`src/hdl/wtl_pkg.sv`:
```
// Package for the lowercase word tokenizer: request and result types,
// character constants and the byte classification functions. No dependencies.
package wtl_pkg;

  localparam logic [7:0] APOSTROPHE_CHAR = 8'h27;
  localparam logic [7:0] PERIOD_CHAR     = 8'h2E;
  localparam logic [7:0] CASE_OFFSET     = 8'd32;

  // Result kinds.
  localparam logic KIND_BYTE = 1'b0;
  localparam logic KIND_END  = 1'b1;

  // One request can cause up to four results.
  localparam int NUM_SLOTS = 4;
  localparam int SLOT_W    = $clog2(NUM_SLOTS);
  localparam int CNT_W     = $clog2(NUM_SLOTS + 1);

  typedef struct packed {
    logic [7:0] text_byte;
    logic       end_of_text;
  } text_req_t;

  typedef struct packed {
    logic       result_kind;
    logic [7:0] token_byte;
    logic       last_result;
  } result_t;

  // Results of one request, packed from entry zero upward.
  typedef struct packed {
    result_t [NUM_SLOTS-1:0] entry;
    logic [CNT_W-1:0]        count;
  } burst_t;

  // Outcome of classifying one byte.
  typedef struct packed {
    logic       emit;
    logic       result_kind;
    logic [7:0] byte_val;
    logic       token_open;
  } cls_out_t;

  function automatic logic is_space(input logic [7:0] c);
    return (c >= 8'd9 && c <= 8'd13) || c == 8'd32;
  endfunction

  function automatic logic is_upper(input logic [7:0] c);
    return c >= 8'h41 && c <= 8'h5A;
  endfunction

  function automatic logic is_alpha(input logic [7:0] c);
    return is_upper(c) || (c >= 8'h61 && c <= 8'h7A);
  endfunction

  function automatic logic is_alnum(input logic [7:0] c);
    return is_alpha(c) || (c >= 8'h30 && c <= 8'h39);
  endfunction

  function automatic logic is_punct(input logic [7:0] c);
    return (c >= 8'd33 && c <= 8'd47) || (c >= 8'd58 && c <= 8'd64) ||
           (c >= 8'd91 && c <= 8'd96) || (c >= 8'd123 && c <= 8'd126);
  endfunction

  // Classify byte c with nn following bytes present (n1, n2), the byte
  // before it (pb, valid when pv) and the current open-token flag.
  function automatic cls_out_t classify(input logic [7:0] c, input logic [1:0] nn,
                                        input logic [7:0] n1, input logic [7:0] n2,
                                        input logic [7:0] pb, input logic pv,
                                        input logic topen);
    cls_out_t r;
    logic     keep;
    r.emit        = 1'b0;
    r.result_kind = KIND_BYTE;
    r.byte_val    = 8'd0;
    r.token_open  = topen;
    keep          = 1'b0;
    if (is_space(c)) begin
      if (topen) begin
        r.emit        = 1'b1;
        r.result_kind = KIND_END;
        r.token_open  = 1'b0;
      end
    end else if (is_punct(c)) begin
      keep = (c == APOSTROPHE_CHAR && pv && nn != 2'd0 && is_alpha(pb) && is_alpha(n1)) ||
             (c == PERIOD_CHAR && pv && nn == 2'd2 && is_alnum(pb) && is_upper(n1) &&
              n2 == PERIOD_CHAR);
      if (keep) begin
        r.emit       = 1'b1;
        r.byte_val   = c;
        r.token_open = 1'b1;
      end else if (topen) begin
        r.emit        = 1'b1;
        r.result_kind = KIND_END;
        r.token_open  = 1'b0;
      end
    end else begin
      r.emit       = 1'b1;
      r.byte_val   = is_upper(c) ? c + CASE_OFFSET : c;
      r.token_open = 1'b1;
    end
    return r;
  endfunction

endpackage

```
`src/hdl/wtl_core.sv`:
```
// Tokenizer core: input register, window state and per-request classification.
// Depends on wtl_pkg; hands a burst of results to the result buffer.
module wtl_core import wtl_pkg::*; (
  input  logic      clk,
  input  logic      rst,
  input  logic      text_valid,
  output logic      text_stall,
  input  text_req_t text,
  output logic      burst_valid,
  input  logic      burst_ready,
  output burst_t    burst
);

  // Input register.
  logic      in_full;
  text_req_t in_req;

  // Window state.
  logic [7:0] prior_byte;
  logic       prior_valid;
  logic [7:0] la0;
  logic [7:0] la1;
  logic [1:0] held_count;
  logic       token_open;

  logic       have_two;
  logic       have_one;
  logic       two_left;
  logic       eot;
  logic [7:0] cur;
  logic [7:0] r0;
  logic [7:0] pb_a;
  logic       pv_a;
  logic       topen_a;
  cls_out_t   slot_a;
  cls_out_t   slot_b;
  cls_out_t   slot_c;
  logic       close_d;
  result_t [NUM_SLOTS-1:0] res;
  logic    [NUM_SLOTS-1:0] em;
  logic [CNT_W-1:0] cnt;
  logic [CNT_W-1:0] last_idx;
  burst_t     burst_next;
  logic       consume;

  assign eot      = in_req.end_of_text;
  assign cur      = in_req.text_byte;
  assign have_two = held_count[1];
  assign have_one = (held_count == 2'd1);
  assign two_left = have_two | have_one;
  assign r0       = have_two ? la1 : (have_one ? la0 : cur);

  // Oldest byte is classified once two bytes follow it.
  assign slot_a  = classify(la0, 2'd2, la1, cur, prior_byte, prior_valid, token_open);
  assign pb_a    = have_two ? la0 : prior_byte;
  assign pv_a    = have_two | prior_valid;
  assign topen_a = have_two ? slot_a.token_open : token_open;

  // End of text flushes the remaining bytes with the lookahead that exists.
  assign slot_b = classify(r0, two_left ? 2'd1 : 2'd0, two_left ? cur : 8'd0, 8'd0,
                           pb_a, pv_a, topen_a);
  assign slot_c = classify(cur, 2'd0, 8'd0, 8'd0, r0, 1'b1, slot_b.token_open);
  assign close_d = two_left ? slot_c.token_open : slot_b.token_open;

  // Gather the raw results with their enables.
  always_comb begin
    em[0]  = have_two & slot_a.emit;
    em[1]  = eot & slot_b.emit;
    em[2]  = eot & two_left & slot_c.emit;
    em[3]  = eot & close_d;
    res[0] = '{result_kind: slot_a.result_kind, token_byte: slot_a.byte_val,
               last_result: 1'b0};
    res[1] = '{result_kind: slot_b.result_kind, token_byte: slot_b.byte_val,
               last_result: 1'b0};
    res[2] = '{result_kind: slot_c.result_kind, token_byte: slot_c.byte_val,
               last_result: 1'b0};
    res[3] = '{result_kind: KIND_END, token_byte: 8'd0, last_result: 1'b0};
  end

  // Pack the emitted results to the front and flag the final one.
  always_comb begin
    burst_next = '0;
    cnt        = '0;
    for (int i = 0; i < NUM_SLOTS; i++) begin
      if (em[i]) begin
        burst_next.entry[cnt[SLOT_W-1:0]] = res[i];
        cnt = cnt + CNT_W'(1);
      end
    end
    last_idx = cnt - CNT_W'(1);
    if (cnt != '0) begin
      burst_next.entry[last_idx[SLOT_W-1:0]].last_result = 1'b1;
    end
    burst_next.count = cnt;
  end

  // A request with no results never waits on the buffer.
  assign consume     = in_full && (burst_next.count == '0 || burst_ready);
  assign burst_valid = consume && burst_next.count != '0;
  assign burst       = burst_next;
  assign text_stall  = in_full && !consume;

  // Input register.
  always_ff @(posedge clk) begin
    if (rst) begin
      in_full <= 1'b0;
    end else if (text_valid && !text_stall) begin
      in_full <= 1'b1;
    end else if (consume) begin
      in_full <= 1'b0;
    end
  end

  always_ff @(posedge clk) begin
    if (text_valid && !text_stall) begin
      in_req <= text;
    end
  end

  // Window state update when the request is processed.
  always_ff @(posedge clk) begin
    if (rst) begin
      prior_byte  <= 8'd0;
      prior_valid <= 1'b0;
      la0         <= 8'd0;
      la1         <= 8'd0;
      held_count  <= 2'd0;
      token_open  <= 1'b0;
    end else if (consume) begin
      if (eot) begin
        prior_byte  <= 8'd0;
        prior_valid <= 1'b0;
        la0         <= 8'd0;
        la1         <= 8'd0;
        held_count  <= 2'd0;
        token_open  <= 1'b0;
      end else if (have_two) begin
        prior_byte  <= la0;
        prior_valid <= 1'b1;
        la0         <= la1;
        la1         <= cur;
        token_open  <= slot_a.token_open;
      end else if (have_one) begin
        la1        <= cur;
        held_count <= 2'd2;
      end else begin
        la0        <= cur;
        held_count <= 2'd1;
      end
    end
  end

endmodule

```
`src/hdl/wtl_rbuf.sv`:
```
// Result buffer: holds a burst, delivers one result per cycle if unstalled.
// Depends on wtl_pkg; fed by wtl_core.
module wtl_rbuf import wtl_pkg::*; (
  input  logic    clk,
  input  logic    rst,
  input  logic    burst_valid,
  output logic    burst_ready,
  input  burst_t  burst,
  output logic    result_valid,
  input  logic    result_stall,
  output result_t result
);

  result_t [NUM_SLOTS-1:0] entries;
  logic [CNT_W-1:0]        left;
  logic [SLOT_W-1:0]       rd;
  logic                    fire;

  assign result_valid = (left != '0);
  assign result       = entries[rd];
  assign fire         = result_valid && !result_stall;
  assign burst_ready  = (left == '0) || (left == CNT_W'(1) && fire);

  // Count and read pointer; a new burst takes over once the last one drains.
  always_ff @(posedge clk) begin
    if (rst) begin
      left <= '0;
      rd   <= '0;
    end else if (burst_valid && burst_ready) begin
      left <= burst.count;
      rd   <= '0;
    end else if (fire) begin
      left <= left - CNT_W'(1);
      rd   <= rd + SLOT_W'(1);
    end
  end

  always_ff @(posedge clk) begin
    if (burst_valid && burst_ready) begin
      entries <= burst.entry;
    end
  end

endmodule

```
`src/hdl/word_tokenizer_lowercase_top.sv`:
```
// Lowercase word tokenizer, top level. Depends on wtl_pkg, wtl_core, wtl_rbuf.
// Registers: the core's input register, then the result buffer.
// Throughput, with no receiver stall: one request per cycle while each
// request yields at most one result; an end-of-text request yields up to
// four, one per cycle from the result buffer; input stalls until it has room.
// Reset (rst, synchronous) empties both registers and clears the window.
module word_tokenizer_lowercase_top import wtl_pkg::*; (
  input  logic      clk,
  input  logic      rst,
  input  logic      text_valid,
  output logic      text_stall,
  input  text_req_t text,
  output logic      result_valid,
  input  logic      result_stall,
  output result_t   result
);

  logic   burst_valid;
  logic   burst_ready;
  burst_t burst;

  // Classification of each request.
  wtl_core u_core (
    .clk         (clk),
    .rst         (rst),
    .text_valid  (text_valid),
    .text_stall  (text_stall),
    .text        (text),
    .burst_valid (burst_valid),
    .burst_ready (burst_ready),
    .burst       (burst)
  );

  // Delivery of results.
  wtl_rbuf u_rbuf (
    .clk          (clk),
    .rst          (rst),
    .burst_valid  (burst_valid),
    .burst_ready  (burst_ready),
    .burst        (burst),
    .result_valid (result_valid),
    .result_stall (result_stall),
    .result       (result)
  );

endmodule

```
`config.mk`:
```
export PLATFORM = sky130hd
export DESIGN_NAME = word_tokenizer_lowercase_top
export DESIGN_NICKNAME = d
export VERILOG_FILES = /design/src/hdl/wtl_pkg.sv /design/src/hdl/wtl_core.sv /design/src/hdl/wtl_rbuf.sv /design/src/hdl/word_tokenizer_lowercase_top.sv
export SDC_FILE = /design/constraint.sdc
export NUM_CORES = 1
export LEC_CHECK = 0
export BUFFER_PORTS_ARGS = -buffer_cell sky130_fd_sc_hd__clkbuf_2
export CORE_ASPECT_RATIO = 0.5
export CORE_MARGIN = 1
export CORE_UTILIZATION = 40
export DETAILED_ROUTE_END_ITERATION = 10
export HOLD_SLACK_MARGIN = 0.1
export PLACE_DENSITY = 0.68
export RECOVER_POWER = 25
export SLEW_MARGIN = 20
export SYNTH_ARGS = -nofsm -noshare
export SYNTH_HDL_FRONTEND = slang
export SYNTH_SLANG_ARGS = --single-unit
```
`constraint.sdc`:
```
create_clock -name clk -period 7.7 [get_ports clk]
set_clock_uncertainty 0.15 [all_clocks]
set_input_delay 0.77 -clock clk [delete_from_list [all_inputs] [get_ports clk]]
set_output_delay 0.77 -clock clk [all_outputs]
set_load 0.01 [all_outputs]
```
==> results.sh <==
export IMPL_ys_ff_latch=83
export IMPL_root_buffer="clkbuf_16"
export IMPL_synth_edf_count=49
export IMPL_rsz0062_at_grt="no"
export IMPL_cp_max_fo=9
export IMPL_setup_violations=0
export IMPL_synthMuxAreaShare_pct=7.463
export IMPL_arrival_ns=6.09
export IMPL_synth_fp_nets=626
export IMPL_postSynthAreaPerCell_um2=9.242
export IMPL_max_slew_margin_rel_pct=37.29
export IMPL_drc_errors=0
export IMPL_netlist_area_um2=5499
export IMPL_min_path_type="register to register"
export IMPL_p_comb_share_pct=34.9
export IMPL_port_buffers=24
export IMPL_cts_resized_gates=0
export IMPL_area_growth_pct=9.920
export IMPL_fin_nets=631
export IMPL_drt_wirelength_per_cell_um=19.09
export IMPL_place_congestion=0.9340
export IMPL_clock_latency_ns=0.34
export IMPL_cp_required_ns=6.78
export IMPL_power_density_nw_per_um2=271.9
export IMPL_synth_simple_area_share_pct=21.16
export IMPL_p_int_mw=1.051
export IMPL_power_frac_seq_pct=37.2
export IMPL_fin_crit_sh_pct=91.00
export IMPL_hpwl_um=10790
export IMPL_grt_pass1_wl_um=23920
export IMPL_track_usage_pct=21.54
export IMPL_p_switching_mw=0.5931
export IMPL_num_vias=4631
export IMPL_grt_max_degree=45
export IMPL_yosys_area_share_adder_pct=4.096
export IMPL_drt_iter0_markers=418
export IMPL_critical_path_class="register to output pin"
export IMPL_p_leak_nw=2.026
export IMPL_synthXorXnorAreaFrac_pct=0.9556
export IMPL_antenna_left=0
export IMPL_critPathCaptureType="output pin"
export IMPL_die_y_um=84.91
export IMPL_cts_tree="yes"
export IMPL_synth_compound_area_share_pct=21.14
export IMPL_cts_path_max_buffers=2
export IMPL_ff2ff_setup_slack_ns=1.18
export IMPL_synthArstFlopShare_pct=0
export IMPL_drt_total_wl_um=14790
export IMPL_yosys_most_used_dff="edfxtp_1"
export IMPL_placedCellCount=759
export IMPL_viasPerCell=5.975
export IMPL_synth_top_area_share_pct=26.76
export IMPL_critPathLaunchType="register"
export IMPL_yosysUniqueCellTypes=83
export IMPL_ys_warn_count=0
export IMPL_max_freq_mhz=142.7
export IMPL_worstMarginPinSlew_ns=0.9305
export IMPL_clkPwrFrac_pct=27.8
export IMPL_ir_drop_v=0.0001124
export IMPL_synth_area_top_cells="edfxtp_1 (27%), dfxtp_1 (12%), nand2_1 (4.8%), ha_1 (4.1%), mux4_2 (4.1%)"
export IMPL_final_setup_tns_ns=0
export IMPL_whs_ns=0.3381
export IMPL_postSynthCellCount=595
export IMPL_io_pins=25
export IMPL_status="completed"
export IMPL_numCtsBuffers=9
export IMPL_cts_sinks=83
export IMPL_rows=29
export IMPL_cts_setup_buffers=0
export IMPL_layout_min_cycle_time_ns=7.007
export IMPL_die_w_um=167.8
export IMPL_yosysSeqAreaShare_pct=39.14
export IMPL_htreeDepth=3
export IMPL_stdcell_count=775
export IMPL_antenna_found_initial=0
export IMPL_synth_top_family_by_area="simple AND/OR/NAND/NOR gates"
export IMPL_drv_slew=0
export IMPL_hold_viol=0
export IMPL_drt_first_pass_iters=5
export IMPL_swShare_pct=36.09
export IMPL_initial_core_util_pct=42.21
export IMPL_first_global_vias=4374
export IMPL_drive_gt1_share_pct=13.88
export IMPL_clkTransAtPathRegs_ns=0.06
export IMPL_diodes=0
export IMPL_postCtsHoldBufs=0
export IMPL_core_um2=13030
export IMPL_die_area_um2=14250
export IMPL_drv_cap=0
export IMPL_synth_area_leader_cell="edfxtp_1"
export IMPL_overflow=0
-- worst max-delay path, cell delays in order, from the launching register on --
cell       delay (ns)
edfxtp_1         0.57
nor4b_1          0.52
nand4_1          0.21
a2111oi_0        0.45
o211ai_1         0.15
a22oi_1          0.45
and2_1           0.48
o41ai_2          0.18
ha_1             0.48
clkinv_1         0.28
xnor2_1          0.22
ha_1             0.32
a21oi_1          0.06
o41ai_1          0.50
a21oi_1          0.22
a311oi_1         0.44
clkbuf_2         0.21
-- Yosys cell counts (all sizes together), types with 3 or more instances --
library cell and n:
or2 3, nand3b 3, inv 38, nor4 9
mux2i 17, xnor2 5, and2 3, a21o 3
o21a 8, nand2b 3, mux4 10, o31ai 4
o211ai 5, clkbuf 24, a32oi 4, o21ai 26
a22oi 4, nand2 71, buf 14, a21oi 20
nor2 55, or4 4, nor2b 5, nor3 15
o41ai 6, clkinv 3, o22ai 19, and3 10
nand3 26, a31o 4, a31oi 10, ha 18
a221o 4, or3 3, nand4 16, dfxtp 34
edfxtp 49, nor4b 5, a2bb2oi 6
-- cell type report --
cell class | instances | area (µm²)
Clock buffer | 11 | 232.7
Clock inverter | 5 | 80.08
Fill cell | 1277 | 6982
Inverter | 41 | 153.9
Multi-Input combinational cell | 433 | 3045
Sequential cell | 83 | 2153
Tap cell | 170 | 212.7
Timing Repair Buffer | 32 | 166.4
-- flip-flops by register name, summed over array words and instances, names as in the netlist --
name	cells
u_core.cur	8
u_core.eot	1
u_core.held_count	2
u_core.in_full	1
u_core.la0	8
u_core.la1	8
u_core.prior_byte	8
u_core.prior_valid	1
u_core.token_open	1
u_rbuf.entries	40
u_rbuf.left	3
u_rbuf.rd	2
-- final timing paths --
| kind | cells after the start | startpoint | to |
|---|---|---|---|
| setup / recovery | 16 | u_core.cur[4] | text_stall |
| hold / removal | 2 | u_core.prior_byte[5] | u_core.prior_byte[5] |
| setup reg to reg | 16 | u_core.cur[4] | u_core.prior_valid |
| hold reg to reg | 2 | u_core.prior_byte[5] | u_core.prior_byte[5] |
-- power groups by stage --
stage / Combinational, mW / Clock [mW] / Sequential, mW
after floorplan: 0.456 / 0 / 0.580
after global placement: 0.570 / 0 / 0.620
after CTS: 0.574 / 0.466 / 0.613
final: 0.574 / 0.458 / 0.612
after detailed placement: 0.571 / 0 / 0.622
after global routing: 0.627 / 0.481 / 0.622
-- logic make-up (layout without fill, tap and decap cells) --
kind of cell / after synthesis / after routing
fa+ha+maj: 18 / 18
mux: 28 / 28
simple gates: 236 / 236
buf+inv: 79 / 89
xor+xnor: 6 / 6
flops: 83 / 83
compound gates: 145 / 145
-- metal layers --
layer / wire, µm / track usage [%] / vias to the layer above
li1: - / - / 2241
met1: 7483 / 32.06 / 2240
met2: 6203 / 31.74 / 136
met3: 945 / 4.338 / 14
met4: 159 / 5.421 / 0
met5: 0 / 0 / -
-- metrics by stage --
step	util (%)	setup slack [ns]	power, mW	area [µm²]
floorplan	-	0.07705	1.036	5499
global placement	44.02	0.9584	1.190	5734
detailed placement	44.02	0.7974	1.193	5734
CTS	46.42	0.4344	1.652	6047
global route	46.40	0.1923	1.730	6045
finish	46.40	0.6928	1.644	6045
-- cells in the final DEF, fill, tap and decap left out, types with 12 or more instances in the layout --
master	instances
clkbuf_2	13
edfxtp_1	49
nor2_1	53
mux2i_1	16
clkbuf_1	13
a21oi_1	19
inv_1	35
ha_1	18
o21ai_0	18
o22ai_1	12
nand3_1	26
nand2_1	71
nor3_1	15
dfxtp_1	33
nand4_1	16
(Power assumes the default switching activity.)
